### src/hw/rtl/lcdseq_pkg.sv
// ----------------------------------------------------------------------------
// lcdseq_pkg: shared types and constants for the LCD bus sequencer
// Holds the request, result and setup register bundles and the codes that
// travel between the sequencer modules.
// ----------------------------------------------------------------------------
package lcdseq_pkg;

  // Request operation codes
  localparam logic [2:0] OP_TICK   = 3'd0;
  localparam logic [2:0] OP_CHAR   = 3'd1;
  localparam logic [2:0] OP_SETPOS = 3'd2;
  localparam logic [2:0] OP_CMD    = 3'd3;
  localparam logic [2:0] OP_CLEAR  = 3'd4;

  // Result status codes
  localparam logic [1:0] ST_TICK    = 2'd0;
  localparam logic [1:0] ST_OK      = 2'd1;
  localparam logic [1:0] ST_BUSY    = 2'd2;
  localparam logic [1:0] ST_BAD_POS = 2'd3;

  // Setup register indexes
  localparam logic [2:0] REG_EIGHT_BIT  = 3'd0;
  localparam logic [2:0] REG_NIBBLE_GAP = 3'd1;
  localparam logic [2:0] REG_CMD_DELAY  = 3'd2;
  localparam logic [2:0] REG_CHAR_DELAY = 3'd3;
  localparam logic [2:0] REG_CLR_DELAY  = 3'd4;

  // Setup register reset values
  localparam logic [7:0]  NIBBLE_GAP_RST = 8'd44;
  localparam logic [11:0] CMD_DELAY_RST  = 12'd40;
  localparam logic [11:0] CHAR_DELAY_RST = 12'd45;
  localparam logic [11:0] CLR_DELAY_RST  = 12'd1531;

  // Display command bytes
  localparam logic [7:0] CLEAR_CMD = 8'h01;
  localparam logic [7:0] ROW0_ADDR = 8'h80;
  localparam logic [7:0] ROW1_ADDR = 8'hC0;

  typedef struct packed {
    logic        eight_bit_bus;
    logic [7:0]  nibble_gap_us;
    logic [11:0] command_delay_us;
    logic [11:0] char_delay_us;
    logic [11:0] clear_delay_us;
  } cfg_t;

  typedef struct packed {
    logic [2:0] operation;
    logic [1:0] row;
    logic [4:0] col;
    logic [7:0] data_byte;
  } req_t;

  typedef struct packed {
    logic       pin_rs;
    logic [7:0] pin_data;
    logic       pin_enable;
    logic       busy_res;
    logic [1:0] status;
  } res_t;

endpackage

### src/hw/rtl/lcdseq_ifs.sv
// ----------------------------------------------------------------------------
// lcdseq_ifs: channel interfaces of the LCD bus sequencer
// Request, result and setup write channels, each with valid/ready.
// ----------------------------------------------------------------------------
interface lcdseq_req_if;
  logic       valid;
  logic       ready;
  logic [2:0] operation;
  logic [1:0] row;
  logic [4:0] col;
  logic [7:0] data_byte;

  modport source (output valid, output operation, output row, output col,
                  output data_byte, input ready);
  modport sink   (input valid, input operation, input row, input col,
                  input data_byte, output ready);
endinterface

interface lcdseq_res_if;
  logic       valid;
  logic       ready;
  logic       pin_rs;
  logic [7:0] pin_data;
  logic       pin_enable;
  logic       busy_res;
  logic [1:0] status;

  modport source (output valid, output pin_rs, output pin_data, output pin_enable,
                  output busy_res, output status, input ready);
  modport sink   (input valid, input pin_rs, input pin_data, input pin_enable,
                  input busy_res, input status, output ready);
endinterface

interface lcdseq_cfg_if;
  logic        valid;
  logic        ready;
  logic [2:0]  index;
  logic [11:0] data;

  modport source (output valid, output index, output data, input ready);
  modport sink   (input valid, input index, input data, output ready);
endinterface

### src/hw/rtl/char_lcd_bus_sequencer.sv
// ----------------------------------------------------------------------------
// char_lcd_bus_sequencer: character LCD bus timing sequencer
// Drives RS, D7..D0 and E for writes, commands, clears and cursor moves,
// timed by microsecond tick beats, in 4-bit or 8-bit bus mode.
// ----------------------------------------------------------------------------
// Result path: a result beat passes the request register, then the result
//   buffer, before it can be taken.
// Throughput: one request beat per cycle while the two-entry result buffer
//   has room or is read, keeping requests flowing through short output stalls.
// Reset (synchronous, rst high): idle bus, pins low, setup registers at
//   their defaults, buffers empty.
module char_lcd_bus_sequencer (
  input  logic         clk,
  input  logic         rst,
  lcdseq_req_if.sink   req,
  lcdseq_res_if.source res,
  lcdseq_cfg_if.sink   cfg
);

  lcdseq_pkg::cfg_t cfg_regs;
  lcdseq_pkg::req_t in_req;
  lcdseq_pkg::res_t core_res;
  lcdseq_pkg::res_t buf_res;
  logic             core_valid;
  logic             buf_valid;
  logic [1:0]       buf_count;
  logic [1:0]       occupancy;
  logic             req_fire;
  logic             res_fire;

  // setup writes are always taken
  assign cfg.ready = 1'b1;

  lcdseq_cfg_regs u_cfg (
    .clk      (clk),
    .rst      (rst),
    .wr_en    (cfg.valid),
    .wr_index (cfg.index),
    .wr_data  (cfg.data),
    .cfg      (cfg_regs)
  );

  // request side: room in buffer counting the beat in flight
  assign occupancy = buf_count + {1'b0, core_valid};
  assign res_fire  = buf_valid && res.ready;
  assign req.ready = (occupancy < 2'd2) || res_fire;
  assign req_fire  = req.valid && req.ready;

  assign in_req.operation = req.operation;
  assign in_req.row       = req.row;
  assign in_req.col       = req.col;
  assign in_req.data_byte = req.data_byte;

  lcdseq_core u_core (
    .clk       (clk),
    .rst       (rst),
    .in_valid  (req_fire),
    .in_req    (in_req),
    .cfg       (cfg_regs),
    .res_valid (core_valid),
    .res       (core_res)
  );

  lcdseq_out_fifo u_out (
    .clk      (clk),
    .rst      (rst),
    .wr_en    (core_valid),
    .wr_data  (core_res),
    .rd_en    (res_fire),
    .rd_valid (buf_valid),
    .rd_data  (buf_res),
    .count    (buf_count)
  );

  // result side
  assign res.valid      = buf_valid;
  assign res.pin_rs     = buf_res.pin_rs;
  assign res.pin_data   = buf_res.pin_data;
  assign res.pin_enable = buf_res.pin_enable;
  assign res.busy_res   = buf_res.busy_res;
  assign res.status     = buf_res.status;

  // beats in flight never exceed the buffer depth
  a_occupancy: assert property (@(posedge clk) disable iff (rst)
    occupancy <= 2'd2)
    else $error("more beats in flight than buffer space");

endmodule

### src/hw/rtl/lcdseq_cfg_regs.sv
// ----------------------------------------------------------------------------
// lcdseq_cfg_regs: setup registers
// Bus mode, nibble gap and the three post-transfer delays.
// ----------------------------------------------------------------------------
module lcdseq_cfg_regs (
  input  logic              clk,
  input  logic              rst,
  input  logic              wr_en,
  input  logic [2:0]        wr_index,
  input  logic [11:0]       wr_data,
  output lcdseq_pkg::cfg_t  cfg
);

  // register writes; unknown indexes are dropped
  always_ff @(posedge clk) begin
    if (rst) begin
      cfg.eight_bit_bus    <= 1'b0;
      cfg.nibble_gap_us    <= lcdseq_pkg::NIBBLE_GAP_RST;
      cfg.command_delay_us <= lcdseq_pkg::CMD_DELAY_RST;
      cfg.char_delay_us    <= lcdseq_pkg::CHAR_DELAY_RST;
      cfg.clear_delay_us   <= lcdseq_pkg::CLR_DELAY_RST;
    end else if (wr_en) begin
      unique case (wr_index)
        lcdseq_pkg::REG_EIGHT_BIT:  cfg.eight_bit_bus    <= wr_data[0];
        lcdseq_pkg::REG_NIBBLE_GAP: cfg.nibble_gap_us    <= wr_data[7:0];
        lcdseq_pkg::REG_CMD_DELAY:  cfg.command_delay_us <= wr_data;
        lcdseq_pkg::REG_CHAR_DELAY: cfg.char_delay_us    <= wr_data;
        lcdseq_pkg::REG_CLR_DELAY:  cfg.clear_delay_us   <= wr_data;
        default: ;
      endcase
    end
  end

endmodule

### src/hw/rtl/lcdseq_core.sv
// ----------------------------------------------------------------------------
// lcdseq_core: request register and bus timing state
// Registers each beat, then advances the strobe phase and microsecond
// countdown in one pass and forms the pin levels and status for the beat.
// ----------------------------------------------------------------------------
module lcdseq_core (
  input  logic              clk,
  input  logic              rst,
  input  logic              in_valid,
  input  lcdseq_pkg::req_t  in_req,
  input  lcdseq_pkg::cfg_t  cfg,
  output logic              res_valid,
  output lcdseq_pkg::res_t  res
);

  // strobe phases
  localparam logic [2:0] PH_IDLE  = 3'd0;
  localparam logic [2:0] PH_E_HI1 = 3'd1;
  localparam logic [2:0] PH_E_LO1 = 3'd2;
  localparam logic [2:0] PH_GAP   = 3'd3;
  localparam logic [2:0] PH_E_HI2 = 3'd4;
  localparam logic [2:0] PH_E_LO2 = 3'd5;
  localparam logic [2:0] PH_POST  = 3'd6;

  logic             s1_valid;
  lcdseq_pkg::req_t s1_req;

  logic [2:0]  phase, phase_next;
  logic [11:0] wait_left, wait_left_next;
  logic        held_rs, held_rs_next;
  logic [7:0]  held_byte, held_byte_next;
  logic [11:0] post_wait, post_wait_next;
  logic        rs_pin, rs_pin_next;
  logic [7:0]  data_pin, data_pin_next;
  logic        enable_pin, enable_pin_next;
  logic [1:0]  status;

  // request register
  always_ff @(posedge clk) begin
    if (rst) begin
      s1_valid <= 1'b0;
    end else begin
      s1_valid <= in_valid;
    end
    s1_req <= in_req;
  end

  // next state for one beat
  always_comb begin
    phase_next      = phase;
    wait_left_next  = wait_left;
    held_rs_next    = held_rs;
    held_byte_next  = held_byte;
    post_wait_next  = post_wait;
    rs_pin_next     = rs_pin;
    data_pin_next   = data_pin;
    enable_pin_next = enable_pin;
    status          = lcdseq_pkg::ST_TICK;

    if (s1_valid) begin
      if (s1_req.operation == lcdseq_pkg::OP_TICK) begin
        if (phase != PH_IDLE) begin
          if (wait_left > 12'd1) begin
            wait_left_next = wait_left - 12'd1;
          end else begin
            // step to the next phase, skipping zero-length waits
            unique case (phase)
              PH_E_HI1: begin
                phase_next      = PH_E_LO1;
                enable_pin_next = 1'b0;
                wait_left_next  = 12'd1;
              end
              PH_E_LO1, PH_GAP: begin
                enable_pin_next = 1'b0;
                if (phase == PH_E_LO1 && cfg.eight_bit_bus) begin
                  if (post_wait != 12'd0) begin
                    phase_next     = PH_POST;
                    wait_left_next = post_wait;
                  end else begin
                    phase_next     = PH_IDLE;
                    wait_left_next = 12'd0;
                  end
                end else if (phase == PH_E_LO1 && cfg.nibble_gap_us != 8'd0) begin
                  phase_next     = PH_GAP;
                  wait_left_next = {4'd0, cfg.nibble_gap_us};
                end else begin
                  phase_next      = PH_E_HI2;
                  data_pin_next   = {held_byte[3:0], 4'd0};
                  enable_pin_next = 1'b1;
                  wait_left_next  = 12'd1;
                end
              end
              PH_E_HI2: begin
                phase_next      = PH_E_LO2;
                enable_pin_next = 1'b0;
                wait_left_next  = 12'd1;
              end
              PH_E_LO2: begin
                enable_pin_next = 1'b0;
                if (post_wait != 12'd0) begin
                  phase_next     = PH_POST;
                  wait_left_next = post_wait;
                end else begin
                  phase_next     = PH_IDLE;
                  wait_left_next = 12'd0;
                end
              end
              default: begin
                phase_next      = PH_IDLE;
                wait_left_next  = 12'd0;
                enable_pin_next = 1'b0;
              end
            endcase
          end
        end
      end else if (s1_req.operation <= lcdseq_pkg::OP_CLEAR) begin
        if (phase != PH_IDLE) begin
          status = lcdseq_pkg::ST_BUSY;
        end else if (s1_req.operation == lcdseq_pkg::OP_SETPOS &&
                     (s1_req.row[1] || s1_req.col[4])) begin
          status = lcdseq_pkg::ST_BAD_POS;
        end else begin
          status = lcdseq_pkg::ST_OK;
          unique case (s1_req.operation)
            lcdseq_pkg::OP_CHAR: begin
              held_rs_next   = 1'b1;
              held_byte_next = s1_req.data_byte;
              post_wait_next = cfg.char_delay_us;
            end
            lcdseq_pkg::OP_SETPOS: begin
              held_rs_next   = 1'b0;
              held_byte_next = (s1_req.row[0] ? lcdseq_pkg::ROW1_ADDR
                                              : lcdseq_pkg::ROW0_ADDR) |
                               {4'd0, s1_req.col[3:0]};
              post_wait_next = cfg.command_delay_us;
            end
            lcdseq_pkg::OP_CMD: begin
              held_rs_next   = 1'b0;
              held_byte_next = s1_req.data_byte;
              post_wait_next = cfg.command_delay_us;
            end
            default: begin
              held_rs_next   = 1'b0;
              held_byte_next = lcdseq_pkg::CLEAR_CMD;
              post_wait_next = cfg.clear_delay_us;
            end
          endcase
          rs_pin_next     = held_rs_next;
          data_pin_next   = cfg.eight_bit_bus ? held_byte_next
                                              : {held_byte_next[7:4], 4'd0};
          phase_next      = PH_E_HI1;
          enable_pin_next = 1'b1;
          wait_left_next  = 12'd1;
        end
      end
    end
  end

  // timing state
  always_ff @(posedge clk) begin
    if (rst) begin
      phase      <= PH_IDLE;
      wait_left  <= 12'd0;
      held_rs    <= 1'b0;
      held_byte  <= 8'd0;
      post_wait  <= 12'd0;
      rs_pin     <= 1'b0;
      data_pin   <= 8'd0;
      enable_pin <= 1'b0;
    end else begin
      phase      <= phase_next;
      wait_left  <= wait_left_next;
      held_rs    <= held_rs_next;
      held_byte  <= held_byte_next;
      post_wait  <= post_wait_next;
      rs_pin     <= rs_pin_next;
      data_pin   <= data_pin_next;
      enable_pin <= enable_pin_next;
    end
  end

  // result beat, pin levels after this item
  assign res_valid      = s1_valid;
  assign res.pin_rs     = rs_pin_next;
  assign res.pin_data   = data_pin_next;
  assign res.pin_enable = enable_pin_next;
  assign res.busy_res   = (phase_next != PH_IDLE);
  assign res.status     = status;

  // idle bus has E low and no countdown pending
  a_idle_quiet: assert property (@(posedge clk) disable iff (rst)
    (phase == PH_IDLE) |-> (!enable_pin && wait_left == 12'd0))
    else $error("idle phase with strobe or countdown active");

  // an accepted request always starts the first strobe
  a_accept_strobe: assert property (@(posedge clk) disable iff (rst)
    (s1_valid && status == lcdseq_pkg::ST_OK) |=> (phase == PH_E_HI1 && enable_pin))
    else $error("accepted request did not raise E");

endmodule

### src/hw/rtl/lcdseq_out_fifo.sv
// ----------------------------------------------------------------------------
// lcdseq_out_fifo: two-entry result buffer
// Holds result beats so requests keep flowing while the sink stalls.
// ----------------------------------------------------------------------------
module lcdseq_out_fifo (
  input  logic              clk,
  input  logic              rst,
  input  logic              wr_en,
  input  lcdseq_pkg::res_t  wr_data,
  input  logic              rd_en,
  output logic              rd_valid,
  output lcdseq_pkg::res_t  rd_data,
  output logic [1:0]        count
);

  lcdseq_pkg::res_t mem [2];
  logic             wr_ptr;
  logic             rd_ptr;

  // storage
  always_ff @(posedge clk) begin
    if (wr_en) begin
      mem[wr_ptr] <= wr_data;
    end
  end

  // pointers and fill count
  always_ff @(posedge clk) begin
    if (rst) begin
      wr_ptr <= 1'b0;
      rd_ptr <= 1'b0;
      count  <= 2'd0;
    end else begin
      if (wr_en) begin
        wr_ptr <= ~wr_ptr;
      end
      if (rd_en) begin
        rd_ptr <= ~rd_ptr;
      end
      count <= count + {1'b0, wr_en} - {1'b0, rd_en};
    end
  end

  assign rd_valid = (count != 2'd0);
  assign rd_data  = mem[rd_ptr];

  // never write into a full buffer without a read
  a_no_overflow: assert property (@(posedge clk) disable iff (rst)
    !(wr_en && count == 2'd2 && !rd_en))
    else $error("result buffer overflow");

endmodule

### src/flat_wrapper.sv
// flat-port wrapper written by rule: the top's interface ports become plain ports
module char_lcd_bus_sequencer_flat 
  (clk, rst, req_valid, req_operation, req_row, req_col, req_data_byte, req_ready, res_valid, res_pin_rs, res_pin_data, res_pin_enable, res_busy_res, res_status, res_ready, cfg_valid, cfg_index, cfg_data, cfg_ready);
  lcdseq_req_if req_i ();
  lcdseq_res_if res_i ();
  lcdseq_cfg_if cfg_i ();
  input  logic clk;
  input  logic rst;
  input wire logic [$bits(req_i.valid)-1:0] req_valid;
  input wire logic [$bits(req_i.operation)-1:0] req_operation;
  input wire logic [$bits(req_i.row)-1:0] req_row;
  input wire logic [$bits(req_i.col)-1:0] req_col;
  input wire logic [$bits(req_i.data_byte)-1:0] req_data_byte;
  output wire logic [$bits(req_i.ready)-1:0] req_ready;
  output wire logic [$bits(res_i.valid)-1:0] res_valid;
  output wire logic [$bits(res_i.pin_rs)-1:0] res_pin_rs;
  output wire logic [$bits(res_i.pin_data)-1:0] res_pin_data;
  output wire logic [$bits(res_i.pin_enable)-1:0] res_pin_enable;
  output wire logic [$bits(res_i.busy_res)-1:0] res_busy_res;
  output wire logic [$bits(res_i.status)-1:0] res_status;
  input wire logic [$bits(res_i.ready)-1:0] res_ready;
  input wire logic [$bits(cfg_i.valid)-1:0] cfg_valid;
  input wire logic [$bits(cfg_i.index)-1:0] cfg_index;
  input wire logic [$bits(cfg_i.data)-1:0] cfg_data;
  output wire logic [$bits(cfg_i.ready)-1:0] cfg_ready;
  assign req_i.valid = req_valid;
  assign req_i.operation = req_operation;
  assign req_i.row = req_row;
  assign req_i.col = req_col;
  assign req_i.data_byte = req_data_byte;
  assign req_ready = req_i.ready;
  assign res_valid = res_i.valid;
  assign res_pin_rs = res_i.pin_rs;
  assign res_pin_data = res_i.pin_data;
  assign res_pin_enable = res_i.pin_enable;
  assign res_busy_res = res_i.busy_res;
  assign res_status = res_i.status;
  assign res_i.ready = res_ready;
  assign cfg_i.valid = cfg_valid;
  assign cfg_i.index = cfg_index;
  assign cfg_i.data = cfg_data;
  assign cfg_ready = cfg_i.ready;
  char_lcd_bus_sequencer u_core (.clk(clk), .rst(rst), .req(req_i), .res(res_i), .cfg(cfg_i));
endmodule
### config.mk
export PLATFORM = sky130hd
export DESIGN_NAME = char_lcd_bus_sequencer_flat
export DESIGN_NICKNAME = d
export VERILOG_FILES = /design/src/hw/rtl/lcdseq_pkg.sv /design/src/hw/rtl/lcdseq_ifs.sv /design/src/hw/rtl/char_lcd_bus_sequencer.sv /design/src/hw/rtl/lcdseq_cfg_regs.sv /design/src/hw/rtl/lcdseq_core.sv /design/src/hw/rtl/lcdseq_out_fifo.sv /design/src/flat_wrapper.sv
export SDC_FILE = /design/constraint.sdc
export NUM_CORES = 1
export LEC_CHECK = 0
export ABC_CLOCK_PERIOD_IN_PS = 2600
export BUFFER_PORTS_ARGS = -buffer_cell sky130_fd_sc_hd__buf_2
export CORE_ASPECT_RATIO = 2
export CORE_MARGIN = 3
export CORE_UTILIZATION = 50
export CTS_BUF_LIST = sky130_fd_sc_hd__clkbuf_2
export CTS_CLUSTER_SIZE = 25
export DETAILED_ROUTE_END_ITERATION = 16
export PLACE_DENSITY = 0.66
export RECOVER_POWER = 100
export SLEW_MARGIN = 40
export SYNTH_ARGS = -nofsm -noshare
export SYNTH_HDL_FRONTEND = slang
export SYNTH_HIERARCHICAL = 1
export SYNTH_SLANG_ARGS = --single-unit
### constraint.sdc
create_clock -name clk -period 2.6 [get_ports clk]
set_clock_uncertainty 0.15 [all_clocks]
set_input_delay 0 -clock clk [delete_from_list [all_inputs] [get_ports clk]]
set_output_delay 0 -clock clk [all_outputs]
set_load 0.1 [all_outputs]
Word level (Yosys, flattened, before mapping)

Memories as Yosys holds them, arrays and structs flattened. A register that Yosys moved wholly into a read port is not among the register bits.
Cells that the tools add are included.

Flip-flop bits (word level): 109
RAM bits: 26
Input bits: 38
Output and inout port bits: 16
Logic and storage cells: 134
Memories kept: 1

Add/sub/neg operators: 3
Magnitude comparators: 3
Equality and inequality tests: 15
Multiplexer cells: 60
Bitwise logic cells: 6
Reduce and logical (&&, ||, !) cells: 26

Memories:

| name             | words | width | rd ports | clocked after memory_dff | write ports | RTL line              | source |
|---|---|---|---|---|---|---|---|
| u_core.u_out.mem | 2     | 13    | 1        | 1                        | 1           | lcdseq_out_fifo.sv:16 | `lcdseq_pkg::res_t mem [2];` |

Operators by type and width:

| cell                    | count |
|---|---|
| $mux W12                | 8 |
| $mux W8                 | 11 |
| $pmux W12 S3            | 1 |
| $mux W3                 | 10 |
| $pmux W12 S2            | 1 |
| $mux W1                 | 20 |
| $eq A3 B2 Y1 const B    | 6 |
| $pmux W8 S2             | 1 |
| $gt A12 B1 Y1 const B   | 1 |
| $pmux W3 S4             | 1 |
| $reduce_bool A12 Y1     | 1 |
| $sub A12 B1 Y12 const B | 1 |
| $mux W2                 | 5 |
| $reduce_and A2 Y1       | 5 |
| $reduce_and A5 Y1       | 2 |
| $eq A3 B1 Y1 const B    | 3 |
| $eq A3 B3 Y1 const B    | 3 |
| $or A8 B4 Y8            | 1 |
| $reduce_bool A8 Y1      | 1 |
| $reduce_or A2 Y1        | 4 |
| $mux W7                 | 1 |
| $logic_not A3 Y1        | 2 |
| $reduce_bool A3 Y1      | 2 |
| $logic_and A1 B1 Y1     | 5 |
| other kinds (10)        | 17 |

Depth between registers and ports, before layout

Gate-level depths: netlist of run 1.

Word-level depth: 10
Depth in mapped cells: 8
Depth with buffers taken out: 7

By module

Netlist of run 1, hierarchy kept.

Modules (own cells, without submodules):

| module                 | instances | cells an instance | area an instance (um2) | seq. area each (um2) |
|---|---|---|---|---|
| lcdseq_core            | 1         | 395               | 3334.4                 | 1201.2 |
| lcdseq_cfg_regs        | 1         | 176               | 1866.8                 | 900.9 |
| lcdseq_out_fifo        | 1         | 60                | 1188.6                 | 880.8 |
| char_lcd_bus_sequencer | 1         | 10                | 72.6                   | 0.0 |

Worst setup path after synthesis of run 1

No wires, ideal clock.

Kind: reg2out
From: register u_core.u_out.count[1]
To: output port req_ready
Data arrival time: 1.961 ns
Required time: 2.450 ns
Setup slack: 0.489 ns
Cell stages (with the launch flop): 3
Cell sequence: dfxtp_1 and3b_1 o21bai_1

Word-level cells in the longest chain between the ends: 3
Elaborated cells on any way between the ends: 5
Those cells by class: add/sub: 1; order compare: 1; reduce/logical: 3

RTL lines:

| what                                                | RTL line                                                   | source |
|---|---|---|
| start: declaration                                  | lcdseq_out_fifo.sv:13                                      | `output logic [1:0] count` |
| start signal: assignment                            | lcdseq_out_fifo.sv:40                                      | `count <= count + {1'b0, wr_en} - {1'b0, rd_en};` |
| $add A2 B1 Y2 or $reduce_bool A2 Y1 (tied branches) | char_lcd_bus_sequencer.sv:44, lcdseq_out_fifo.sv:44        |  |
| $lt A2 B2 Y1 or $logic_and A1 B1 Y1 (tied branches) | char_lcd_bus_sequencer.sv:46, char_lcd_bus_sequencer.sv:45 |  |
| $logic_or A1 B1 Y1 (*)                              | char_lcd_bus_sequencer.sv:46                               | `assign req.ready = (occupancy < 2'd2) \|\| res_fire;` |
| end: declaration                                    | flat_wrapper.sv:14                                         | `output wire logic [$bits(req_i.ready)-1:0] req_ready;` |

Mark *: on every way between the ends. The rest lies on a longest branch, timed or not.

Worst setup path after layout of run 1

From: register u_core/u_core/s1_req[16] in the netlist's numbering
To: register u_core.u_core.wait_left[1]

Word-level cells in the longest chain between the ends: 4
Elaborated cells on any way between the ends: 10
Those cells by class: order compare: 1; eq/ne: 4; mux: 1; reduce/logical: 4

RTL lines:

| what                                                 | RTL line           | source |
|---|---|---|
| start: declaration                                   | lcdseq_core.sv:26  | `lcdseq_pkg::req_t s1_req;` |
| start signal: assignment                             | lcdseq_core.sv:45  | `s1_req <= in_req;` |
| branches (longest 4 deep; another with $le A3 B3 Y1) | n/a                |  |
| end signal: assignment                               | lcdseq_core.sv:172 | `wait_left <= wait_left_next;` |
| end: declaration                                     | lcdseq_core.sv:29  | `logic [11:0] wait_left, wait_left_next;` |

Several ways; the timed one is not identified.
A chain may end at the register's enable or synchronous reset.

==> metrics.md, run 1 <==
| Metric | Value |
|---|---|
| Post-route antenna net violation count | `0` |
| Crit. Startpoint | `u_core/u_core/s1_req[16]$_DFF_P_` |
| Slowest CP cell | `sky130_fd_sc_hd__dfxtp_1` |
| Area enclosed by the die boundary | `~14,000 um2` |
| Clock-pin slew reported for the worst setup and hold paths after clock tree synthesis | `between 200 and 250 ps` |
| Count of warnings emitted by yosys | `6` |
| CP required | `around 3000 ps` |
| Detailed-routing iteration count for the pre-antenna-repair pass | `6` |
| Number of clock sinks | `about 140` |
| Met1 demand-to-capacity share in global routing | `0.238` |
| Most used flip-flop cell after synthesis | `sky130_fd_sc_hd__dfxtp_1` |
| Average detailed-routed wire length per instance | `roughly 17 um` |
| Xor-xnor portion of the synthesized cell area | `0.0116` |
| Vias after detailed routing | `between 5,000 and 6,000` |
| Synthesized area per cell | `roughly 10 um2` |
| Combined area of all synthesized cells | `between 6000 and 7000 um2` |
| Share of cells above drive strength 1 | `0.175` |
| Met3 Resource Use GR | `0.0371` |
| NumNets Final | `between 800 and 900` |
| Worst voltage drop across the vdd grid | `0.734 mV` |
| Kind of critical path | `reg2reg` |
| Type of element launching the critical path | `flop` |
| Maximum root-to-sink buffer count | `2` |
| Die Span Y | `167 um` |
| Root buffer cell | `sky130_fd_sc_hd__clkbuf_2` |
| Number of DRC markers after the initial detailed-route iteration | `between 400 and 500` |
| Final-report hold violation count | `0` |
| Worst reg2reg startpoint | `u_core/u_core/s1_req[16]$_DFF_P_` |
| Internal power | `3.21 mW` |
| Combinational share of power | `0.314` |
| Post-synthesis simple-gate area fraction | `0.205` |
| Achievable frequency | `408 MHz` |
| Clock buffers created by TritonCTS | `17` |
| Pre-CTS setup slack | `between 200 and 300 ps` |
| Worst Hold Slack | `68.6 ps` |
| Die Wd | `between 80 and 90 um` |
| Area used by multi-input combinational logic | `3130 um2` |
| Average via count per standard cell | `5.79` |
| Transition time at the pin with the least slew margin | `about 830 ps` |
| Post-synth EDFFs | `26` |
| Maxcap violations | `0` |
| Total power per unit cell area | `a little under 700 nW/um2` |
| Largest family of logic cells by synthesized area | `simple AND/OR/NAND/NOR gates` |
| Number of global-route vias before repair | `between 5,000 and 6,000` |
| Fin Setup TNS | `0 ps` |
| Clock power share | `0.221` |
| Largest delay share family, worst path | `buffers and inverters` |
| Antenna violations before repair | `1` |
| Setup repair after global routing missed its margin | `false` |
| Count of standard-cell rows | `58` |
| Result of the run | `complete, no violations` |
| Post-CTS resize count | `0` |
| Synth-to-layout area growth | `20.4%` |
| Hold Path Class | `in2reg` |
| H-tree level count | `4` |
| Final wirelength | `between 15,000 and 20,000 um` |
| Clock tree from TritonCTS | `yes` |
| Final global-route overflow total | `0` |
| Area taken by flip-flops and latches | `approximately 3000 um2` |
| Proportion of total power due to net switching | `0.387` |
| Async SR Flop Fraction | `0` |
| Crit path largest cell delay | `between 500 and 600 ps` |
| Worst Path Max Fanout | `17` |
| Overall track demand over capacity in global routing | `0.231` |
| Post-layout worst setup margin | `between 150 and 200 ps` |
| I/O pin count | `between 50 and 60` |
| First-pass GRT wire length | `between 20,000 and 30,000 um` |
| Critical path capture point type | `flop` |
| Post-synth net total | `a little under 700` |
| Final critical path time including I/O delays and setup | `~2400 ps` |
| Detailed placer's ending HPWL | `approximately 11,000 um` |
| Number of standard cells in the layout, taps in and fillers out | `932` |
| Final core occ | `0.616` |
| Setup violations, final | `0` |
| Beginning of the worst hold path | `cfg_data[0]` |
| Number of library cell types mapped by synthesis | `84` |
| Switching Power | `about 2.0 mW` |
| Sequential share of power | `0.465` |
| Area of the core | `between 10,000 and 15,000 um2` |
| Gr busiest metal | `met2` |
| Largest net degree at the start of global routing | `roughly 100` |
| Synthesized netlist cell count | `641` |
| Tightest slew margin relative to the limit | `0.444` |
| Starting Density | `0.512` |
| Part of the Yosys area used for sequential elements | `0.462` |
| Number of fill cells | `1,083` |
| Mux contribution to synthesized area | `0.0982` |
| Final clock period utilization by the worst path | `0.942` |
| Placer's final routability congestion estimate | `between 0.8 and 0.9` |
| Later-pin clock latency in the skew report | `approximately 680 ps` |
| Max-slew violation count | `0` |
| Quantity of I/O buffers inserted on ports | `52` |
| Residual DRC | `0` |
| Instance count after placement with tap cells included | `between 800 and 900` |
| Combined buffer and inverter count along the critical path | `2` |
| Met2 usage in global routing | `0.432` |
| Reported leakage power | `just over 3 nW` |
| Adder and majority gate portion of the synthesized area | `0.00774` |
| Series of cell instances along the critical path | `clkbuf_2 -> nor2_1 -> a211oi_1 -> o311ai_2 -> clkbuf_1 -> and2_4 -> a32o_1` |
| Register bit count reported by yosys | `136` |
| Synth Area in Compound Gates | `0.166` |
| Arrival time reported for the critical path endpoint | `~2900 ps` |
==> cell families after synthesis <==
logic type | Yosys count
simple gates | 230
other cells | 1
flops | 136
compound gates | 147
xor+xnor | 7
fa+ha+maj | 4
mux | 58
buf+inv | 58
==> worst paths after layout <==
| path | endpoint | depth (start not counted) | slack [ps] |
|---|---|---|---|
| setup / recovery | u_core/u_core/wait_left[1]$_SDFFE_PP0P_ | 7 | 150 |
| hold / removal | u_core/u_cfg/cfg[36]$_SDFFE_PP0P_ | 4 | 70 |
| setup reg to reg | u_core/u_core/wait_left[1]$_SDFFE_PP0P_ | 7 | 150 |
| hold reg to reg | u_core/u_core/post_wait[5]$_SDFFE_PP0P_ | 2 | 330 |
==> state kept, by name, indices dropped and copies added (netlist names), 2 cells and up, named ones only <==
register	flops
u_core/u_core/phase	3
u_core/u_core/data_pin	8
u_core/u_core/wait_left	12
u_core/u_core/s1_req	18
u_core/u_cfg/cfg	45
u_core/u_out/count	2
u_core/u_out/mem	26
u_core/u_core/held_byte	4
u_core/u_core/post_wait	12
==> per-layer routing <==
metal / routed length, um / vias up
li1: - / 2598
met1: 5830 / 2569
met2: 9110 / 189
met3: 616 / 43
met4: 622 / 0
met5: 0 / -
==> power groups by stage <==
stage                     clock network [mW]  registers (mW)  logic [mW]
after CTS                               1.20            2.43        1.67
after floorplan                            0            2.42        1.36
after global routing                    1.29            2.46        1.74
after detailed placement                   0            2.48        1.57
after global placement                     0            2.47        1.55
final                                   1.16            2.43        1.64
==> layout make-up <==
cell class / instances / area share
Antenna cell: 1 / 0.000321
Clock buffer: 18 / 0.0116
Clock inverter: 14 / 0.0159
Inverter: 12 / 0.00579
Multi-Input combinational cell: 447 / 0.402
Sequential cell: 136 / 0.383
Tap cell: 150 / 0.0241
Timing Repair Buffer: 154 / 0.157
==> worst min-delay path: stages <==
cell,delay [ps]
sky130_fd_sc_hd__dlygate4sd3_1,530
sky130_fd_sc_hd__buf_2,110
sky130_fd_sc_hd__nand2b_1,100
sky130_fd_sc_hd__mux2i_1,130
==> placed cells by master (no fill, tap or decap), types with 18 or more instances in the layout <==
master                          count
sky130_fd_sc_hd__mux2i_1           45
sky130_fd_sc_hd__dlygate4sd3_1     81
sky130_fd_sc_hd__edfxtp_1          26
sky130_fd_sc_hd__nor3_1            18
sky130_fd_sc_hd__nand2_1           54
sky130_fd_sc_hd__nand2b_1          42
sky130_fd_sc_hd__a21oi_1           33
sky130_fd_sc_hd__buf_2             39
sky130_fd_sc_hd__dfxtp_1          110
sky130_fd_sc_hd__a22oi_1           18
sky130_fd_sc_hd__o21ai_0           27
sky130_fd_sc_hd__nor2_1            49
sky130_fd_sc_hd__clkbuf_2          32
==> synthesized netlist by cell type, types with 7 or more instances <==
master                     instances  area (um2)
sky130_fd_sc_hd__mux2i_1          45         450
sky130_fd_sc_hd__buf_4             8        60.1
sky130_fd_sc_hd__nor2b_1           8        50.1
sky130_fd_sc_hd__nor3_1           17        85.1
sky130_fd_sc_hd__dfxtp_1         110        2200
sky130_fd_sc_hd__edfxtp_1         26         781
sky130_fd_sc_hd__mux2_4           10         150
sky130_fd_sc_hd__o21ai_0          27         135
sky130_fd_sc_hd__a21oi_1          33         165
sky130_fd_sc_hd__nand2_1          54         203
sky130_fd_sc_hd__nand2b_1         42         263
sky130_fd_sc_hd__buf_6             7        78.8
sky130_fd_sc_hd__buf_2            14        70.1
sky130_fd_sc_hd__clkbuf_1         16        60.1
sky130_fd_sc_hd__a22oi_1          18         135
sky130_fd_sc_hd__nor2_1           49         184
sky130_fd_sc_hd__inv_1            12        45.0
==> metrics by stage <==
| step | cell area, um2 | power (mW) |
|---|---|---|
| floorplan | 6460 | 3.77 |
| global placement | 6810 | 4.02 |
| detailed placement | 6810 | 4.05 |
| CTS | 7830 | 5.31 |
| global route | 7780 | 5.48 |
| finish | 7780 | 5.23 |
==> repair_timing <==
item                                   CTS  global route
hold buffers                            81             0
buffers inserted                         0             0
endpoints found under the hold margin  110             0
(Power assumes the default switching activity.)
==> run 2: changes to the inputs <==
--- a/config.mk
+++ b/config.mk
@@ -15,6 +15,7 @@
 export DETAILED_ROUTE_END_ITERATION = 16
 export PLACE_DENSITY = 0.66
 export RECOVER_POWER = 100
+export SETUP_SLACK_MARGIN = 0.2
 export SLEW_MARGIN = 40
 export SYNTH_ARGS = -nofsm -noshare
 export SYNTH_HDL_FRONTEND = slang
==> run 2 against run 1 <==
Effect of this change:
- register-to-register slack better by 100 ps
- final cell count unchanged
- global-route usage unchanged
- first-iteration DRC count down 25%
- via count up 0.30%
- clock power about the same
- core utilization up 0.16 points
- critical path depth unchanged
- critical endpoint is now u_core/u_core/wait_left[4]$_SDFFE_PP0P_
==> metrics.md, run 2 (synthesis results as in run 1) <==
| Metric | Value |
|---|---|
| Die Span Y | `between 150 and 200 um` |
| Combinational share of power | `0.315` |
| Number of fill cells | `between 1,000 and 1,500` |
| Later-pin clock latency in the skew report | `approximately 700 ps` |
| Area used by multi-input combinational logic | `around 3100 um2` |
| Largest reg by FF count | `u_core/u_cfg/cfg` |
| Worst Path Max Fanout | `12` |
| DP Area | `between 6000 and 7000 um2` |
| Result of the run | `complete, no violations` |
| Maxcap violations | `0` |
| First-pass GRT wire length | `between 20,000 and 30,000 um` |
| Max-slew violation count | `0` |
| Root buffer cell | `sky130_fd_sc_hd__clkbuf_2` |
| Area of the core | `between 10,000 and 15,000 um2` |
| H-tree level count | `4` |
| Starting Density | `0.512` |
| Type of element launching the critical path | `flop` |
| Clock power share | `0.221` |
| Share of cells above drive strength 1 | `0.179` |
| Residual DRC | `0` |
| Final-report hold violation count | `0` |
| Total power per unit cell area | `approximately 670 nW/um2` |
| Instance count after placement with tap cells included | `approximately 820` |
| Switching Power | `2.03 mW` |
| Final wirelength | `roughly 16,000 um` |
| I/O pin count | `54` |
| NumNets Final | `about 800` |
| CP required | `slightly above 3000 ps` |
| Average detailed-routed wire length per instance | `about 17 um` |
| Transition time at the pin with the least slew margin | `841 ps` |
| Number of flip-flops in the largest register | `45` |
| Number of global-route vias before repair | `5,435` |
| Synth-to-layout area growth | `20.8%` |
| Area taken by flip-flops and latches | `2980 um2` |
| Proportion of total power due to net switching | `0.387` |
| Average via count per standard cell | `around 5.8` |
| Sequential share of power | `0.464` |
| Fin Setup TNS | `0 ps` |
| Number of standard cells in the layout, taps in and fillers out | `between 900 and 1,000` |
| Clock buffers created by TritonCTS | `17` |
| Leading cell types in the layout, fill and taps excluded | `109 x sky130_fd_sc_hd__dfxtp_1, 81 x sky130_fd_sc_hd__dlygate4sd3_1, 54 x sky130_fd_sc_hd__nand2_1` |
| Setup repair after global routing missed its margin | `true` |
| Hold Path Class | `in2reg` |
| Clock tree from TritonCTS | `yes` |
| Final clock period utilization by the worst path | `0.903` |
| Post-route antenna net violation count | `0` |
| Clock-pin slew reported for the worst setup and hold paths after clock tree synthesis | `about 200 ps` |
| Overall track demand over capacity in global routing | `0.231` |
| Critical path capture point type | `flop` |
| Summed area of non-filler cells in the final layout | `approximately 8000 um2` |
| Slowest CP cell | `sky130_fd_sc_hd__nor3_1` |
| Tightest slew margin relative to the limit | `0.439` |
| Placer's final routability congestion estimate | `~0.86` |
| Final critical path time including I/O delays and setup | `2350 ps` |
| Series of cell instances along the critical path | `buf_4 -> nor3_1 -> nor3_1 -> o311ai_2 -> clkbuf_1 -> a21oi_1 -> o32ai_1` |
| Reported leakage power | `about 3.1 nW` |
| Crit path largest cell delay | `around 470 ps` |
| Registers with the most flip-flops | `u_core/u_cfg/cfg: 45 flops, u_core/u_out/mem: 26 flops, u_core/u_core/s1_req: 18 flops` |
| Vias after detailed routing | `approximately 5,400` |
| Detailed-routing iteration count for the pre-antenna-repair pass | `5` |
| Area enclosed by the die boundary | `around 14,000 um2` |
| Worst voltage drop across the vdd grid | `slightly above 0.7 mV` |
| Quantity of I/O buffers inserted on ports | `52` |
| Count of standard-cell rows | `between 50 and 60` |
| Maximum root-to-sink buffer count | `2` |
| Largest net degree at the start of global routing | `approximately 100` |
| Arrival time reported for the critical path endpoint | `2790 ps` |
| Final global-route overflow total | `0` |
| Internal power | `3.21 mW` |
| Setup violations, final | `0` |
| Number of DRC markers after the initial detailed-route iteration | `about 370` |
| Kind of critical path | `reg2reg` |
| Detailed placer's ending HPWL | `roughly 11,000 um` |
| Most numerous cell on the critical path | `sky130_fd_sc_hd__nor3_1` |
| Achievable frequency | `approximately 430 MHz` |
| Number of clock sinks | `between 100 and 150` |
| Antenna violations before repair | `1` |
| Most common library cell in the layout ignoring fill and taps | `sky130_fd_sc_hd__dfxtp_1` |
| Die Wd | `~86 um` |
==> run 2: cell type report <==
type | count | share of cell area
flip-flops and latches | 136 | 0.382
repair buffers | 154 | 0.157
well taps | 150 | 0.0241
inverters | 12 | 0.00577
clock inverters | 14 | 0.0159
multi-input cells | 447 | 0.403
diodes | 1 | 0.000321
clock buffers | 18 | 0.0115
==> run 2: per-layer routing <==
metal	vias to the layer above	track usage	wire length (um)
met2	189	0.432	9130
met5	-	0	0
met1	2578	0.238	5890
li1	2602	-	-
met3	46	0.0371	627
met4	0	0.117	626
==> run 2: worst paths after layout <==
check                                           from                                 endpoint  slack [ps]  depth (start not counted)
max                u_core/u_core/phase[2]$_SDFF_PP0_  u_core/u_core/wait_left[4]$_SDFFE_PP0P_         250                          7
min                                      cfg_data[0]        u_core/u_cfg/cfg[36]$_SDFFE_PP0P_          80                          4
max reg2reg        u_core/u_core/phase[2]$_SDFF_PP0_  u_core/u_core/wait_left[4]$_SDFFE_PP0P_         250                          7
min reg2reg  u_core/u_core/post_wait[5]$_SDFFE_PP0P_  u_core/u_core/post_wait[5]$_SDFFE_PP0P_         330                          2
==> run 2: power groups by stage <==
stage               Clock [mW]  Combinational, mW  Sequential, mW
floorplan                    0               1.36            2.42
global placement             0               1.55            2.47
detailed placement           0               1.57            2.48
CTS                       1.20               1.67            2.43
global route              1.29               1.75            2.46
finish                    1.16               1.65            2.43
==> run 2: timing repair <==
item	in CTS	in global routing
pin swaps	0	0
endpoints found under the setup margin	13	18
hold buffers	81	0
gates cloned	0	0
gates resized for setup	1	5
endpoints found under the hold margin	110	0
buffers inserted	0	0
==> run 2: stage by stage <==
step	hold slack (ps)	utilization	total power, mW	worst slack (ps)
after floorplan	-122	-	3.77	489
after global placement	-46.6	0.539	4.02	282
after detailed placement	-45.9	0.539	4.05	283
after CTS	3.24	0.620	5.31	215
after global routing	35.5	0.618	5.49	98.7
final	76.3	0.618	5.24	251
==> run 2: worst max-delay path: cells and delay by family, from the launching register on <==
kind	cells	cell delay, ps
AOI/OAI and AO/OA	3	580
buffers and inverters	2	580
DFF	1	370
and+or+nand+nor	2	580
==> run 3: changes to the inputs <==
--- a/config.mk
+++ b/config.mk
@@ -5,7 +5,7 @@
 export SDC_FILE = /design/constraint.sdc
 export NUM_CORES = 1
 export LEC_CHECK = 0
-export ABC_CLOCK_PERIOD_IN_PS = 2600
+export ABC_CLOCK_PERIOD_IN_PS = 2100
 export BUFFER_PORTS_ARGS = -buffer_cell sky130_fd_sc_hd__buf_2
 export CORE_ASPECT_RATIO = 2
 export CORE_MARGIN = 3
@@ -13,7 +13,7 @@
 export CTS_BUF_LIST = sky130_fd_sc_hd__clkbuf_2
 export CTS_CLUSTER_SIZE = 25
 export DETAILED_ROUTE_END_ITERATION = 16
-export PLACE_DENSITY = 0.66
+export PLACE_DENSITY = 0.68
 export RECOVER_POWER = 100
 export SETUP_SLACK_MARGIN = 0.2
 export SLEW_MARGIN = 40
==> constraint.sdc (replaced) <==
create_clock -name clk -period 2.1 [get_ports clk]
set_clock_uncertainty 0.15 [all_clocks]
set_input_delay 0.21 -clock clk [delete_from_list [all_inputs] [get_ports clk]]
set_output_delay 0.21 -clock clk [all_outputs]
set_load 0.1 [all_outputs]
==> run 3 against run 2 <==
Effect of this change:
- the flow now finishes with violations (negative setup slack)
- worst setup slack worse by 360 ps
- fmax grew 6.5%
- sequential cell count unchanged
- sequential share of layout area is 6.9 points lower
- highest routed layer unchanged
==> metrics.md, run 3 (synthesis results as in run 1) <==
| Metric | Value |
|---|---|
| Result of the run | `finished with violations` |
| Violated checks | `negative setup slack` |
| Worst Path Max Fanout | `7` |
| Clock buffers created by TritonCTS | `17` |
| Achievable frequency | `454 MHz` |
| Placer's final routability congestion estimate | `about 0.85` |
| Worst reg2reg startpoint | `u_core/u_core/wait_left[4]$_SDFFE_PP0P_` |
| H-tree level count | `4` |
| Quantity of I/O buffers inserted on ports | `52` |
| Clock power share | `0.213` |
| First-pass GRT wire length | `around 29,000 um` |
| Post-layout worst setup margin | `-105 ps` |
| Share of cells above drive strength 1 | `0.404` |
| Overall track demand over capacity in global routing | `0.257` |
| Number of fill cells | `784` |
| Summed area of non-filler cells in the final layout | `around 9700 um2` |
| Die Wd | `about 86 um` |
| NumNets Final | `896` |
| Switching Power | `2.96 mW` |
| Worst Hold Slack | `187 ps` |
| Maximum root-to-sink buffer count | `2` |
| Synth-to-layout area growth | `49.8%` |
| Registers with the most flip-flops | `u_core/u_cfg/cfg: 45 flops, u_core/u_out/mem: 26 flops, u_core/u_core/s1_req: 18 flops` |
| Tightest slew margin relative to the limit | `0.317` |
| Detailed placer's ending HPWL | `11,700 um` |
| Number of flip-flops in the largest register | `45` |
| Average detailed-routed wire length per instance | `~21 um` |
| Area enclosed by the die boundary | `14,400 um2` |
| Final clock period utilization by the worst path | `1.05` |
| Area of the core | `12,600 um2` |
| Internal power | `~5.1 mW` |
| Pre-CTS setup slack | `-46.7 ps` |
| Routed length on met1 | `approximately 7000 um` |
| Number of DRC markers after the initial detailed-route iteration | `~340` |
| Number of global-route vias before repair | `between 6,000 and 7,000` |
| Vias after detailed routing | `between 6,000 and 7,000` |
| Starting Density | `0.512` |
| Worst Reg2Reg Path Length in Cells | `7` |
| Detailed-routed wire length on met3 | `938 um` |
| Topmost layer with routed signal wires | `met4` |
| Final-report hold violation count | `0` |
| Arrival time reported for the critical path endpoint | `2700 ps` |
| Met2 WL post-DR | `11,700 um` |
| Combinational share of power | `0.414` |
| Count of standard-cell rows | `58` |
| Die Span Y | `167 um` |
| Reported leakage power | `~3.9 nW` |
| Number of clock sinks | `roughly 140` |
| Average via count per standard cell | `between 5 and 6` |
| Critical register-to-register path endpoint | `u_core/u_core/data_pin[6]$_SDFF_PP0_` |
| Residual DRC | `0` |
| Final core occ | `0.767` |
| Largest net degree at the start of global routing | `just over 100` |
| Later-pin clock latency in the skew report | `approximately 730 ps` |
| Worst hold path stage count | `4` |
| Setup repair after global routing missed its margin | `true` |
| Worst voltage drop across the vdd grid | `about 1.2 mV` |
| Max-slew violation count | `0` |
| Sequential share of power | `0.372` |
| Hold Path Class | `in2reg` |
| Leading cell types in the layout, fill and taps excluded | `88 x sky130_fd_sc_hd__dfxtp_1, 79 x sky130_fd_sc_hd__dlygate4sd3_1, 61 x sky130_fd_sc_hd__buf_4` |
| Worst reg2reg setup slack | `-100 ps` |
| Clock tree from TritonCTS | `yes` |
| Transition time at the pin with the least slew margin | `about 1000 ps` |
| Clock-pin slew reported for the worst setup and hold paths after clock tree synthesis | `roughly 200 ps` |
| Most common library cell in the layout ignoring fill and taps | `sky130_fd_sc_hd__dfxtp_1` |
| Detailed-routing iteration count for the pre-antenna-repair pass | `5` |
| Final global-route overflow total | `0` |
| Type of element launching the critical path | `flop` |
| Post-route antenna net violation count | `0` |
| Maxcap violations | `0` |
| Area taken by flip-flops and latches | `around 3000 um2` |
| Root buffer cell | `sky130_fd_sc_hd__clkbuf_2` |
| Final critical path time including I/O delays and setup | `2200 ps` |
| Largest reg by FF count | `u_core/u_cfg/cfg` |
| DP Area | `between 7000 and 8000 um2` |
| Beginning of the worst hold path | `cfg_data[2]` |
| Final wirelength | `between 20,000 and 25,000 um` |
| Antenna violations before repair | `1` |
| Total power per unit cell area | `831 nW/um2` |
| Fin Setup TNS | `-688 ps` |
| Setup violations, final | `22` |
| I/O pin count | `54` |
| Hold worst-path end | `u_core/u_cfg/cfg[38]$_SDFFE_PP1P_` |
| Proportion of total power due to net switching | `0.367` |
| Area used by multi-input combinational logic | `approximately 3800 um2` |
| Critical path capture point type | `flop` |
| Kind of critical path | `reg2reg` |
| CP required | `2600 ps` |
[run 3: cell types whose count changed in the layout (fill, tap and decap cells not counted), moves of 12 or more]
cell / before / now
sky130_fd_sc_hd__buf_4: 17 / 61
sky130_fd_sc_hd__buf_6: 0 / 29
sky130_fd_sc_hd__buf_12: 1 / 23
sky130_fd_sc_hd__dfxtp_1: 109 / 88
sky130_fd_sc_hd__a21oi_1: 33 / 13
sky130_fd_sc_hd__a21oi_2: 0 / 18
sky130_fd_sc_hd__nand2_1: 54 / 38
sky130_fd_sc_hd__clkbuf_2: 32 / 19
sky130_fd_sc_hd__dfxtp_2: 1 / 14
sky130_fd_sc_hd__nand2_4: 0 / 12
sky130_fd_sc_hd__o21ai_0: 27 / 15
[run 3: final cells by class]
type	count	share of cell area
Antenna cell	1	0.000258
Clock buffer	18	0.00931
Timing Repair Buffer	240	0.239
Tap cell	150	0.0194
Sequential cell	136	0.313
Multi-Input combinational cell	447	0.396
Clock inverter	13	0.0174
Inverter	12	0.00491
[run 3: worst max path at each step]
stage	from	end	slack, ps	depth (start not counted)
floorplan	u_core/u_core/wait_left[7]$_SDFFE_PP0P_	u_core/u_out/mem[0][7]$_DFFE_PP_	110	4
global placement	u_core/u_core/s1_req[15]$_DFF_P_	u_core/u_core/rs_pin$_SDFF_PP0_	30	6
detailed placement	u_core/u_core/wait_left[0]$_SDFFE_PP0P_	u_core/u_out/mem[1][2]$_DFFE_PP_	-50	6
CTS	u_core/u_out/count[1]$_SDFF_PP0_	req_ready	-100	5
global route	u_core/u_core/wait_left[4]$_SDFFE_PP0P_	u_core/u_core/data_pin[6]$_SDFF_PP0_	-170	7
finish	u_core/u_core/wait_left[4]$_SDFFE_PP0P_	u_core/u_core/data_pin[6]$_SDFF_PP0_	-100	7
[run 3: repair_timing]
action | CTS | global route
pin swaps | 51 | 31
hold buffers | 72 | 10
endpoints found under the hold margin | 109 | 40
resized for setup | 154 | 85
endpoints found under the setup margin | 78 | 85
gates cloned | 3 | 1
buffers inserted | 23 | 18
[run 3: worst max-delay path, stage by stage, from the launching register on]
cell                       delay [ps]
sky130_fd_sc_hd__dfxtp_4          420
sky130_fd_sc_hd__nor3_2           360
sky130_fd_sc_hd__o2111a_2         390
sky130_fd_sc_hd__buf_6            130
sky130_fd_sc_hd__buf_6            100
sky130_fd_sc_hd__nand4_1          140
sky130_fd_sc_hd__a32oi_2          290
sky130_fd_sc_hd__and2_1           170
[run 3: metal layers]
layer  track usage  up-vias
met3        0.0421       95
met5             0        -
met4         0.134        0
li1              -     2762
met2         0.488      242
met1         0.255     2981
[run 3: power by group through the flow]
stage	sequential, mW	clock [mW]	combinational (mW)
after floorplan	3.00	0	1.73
after global placement	3.02	0	2.32
after detailed placement	3.04	0	2.36
after CTS	2.99	1.72	3.02
after global routing	3.01	1.83	3.49
final	2.99	1.72	3.33
[run 3: stage by stage]
stage | power, mW | std cells
2_1_floorplan | 4.73 | 641
3_3_place_gp | 5.34 | 859
3_5_place_dp | 5.40 | 859
4_1_cts | 7.73 | 988
5_1_grt | 8.33 | 1017
6_report | 8.04 | 1017
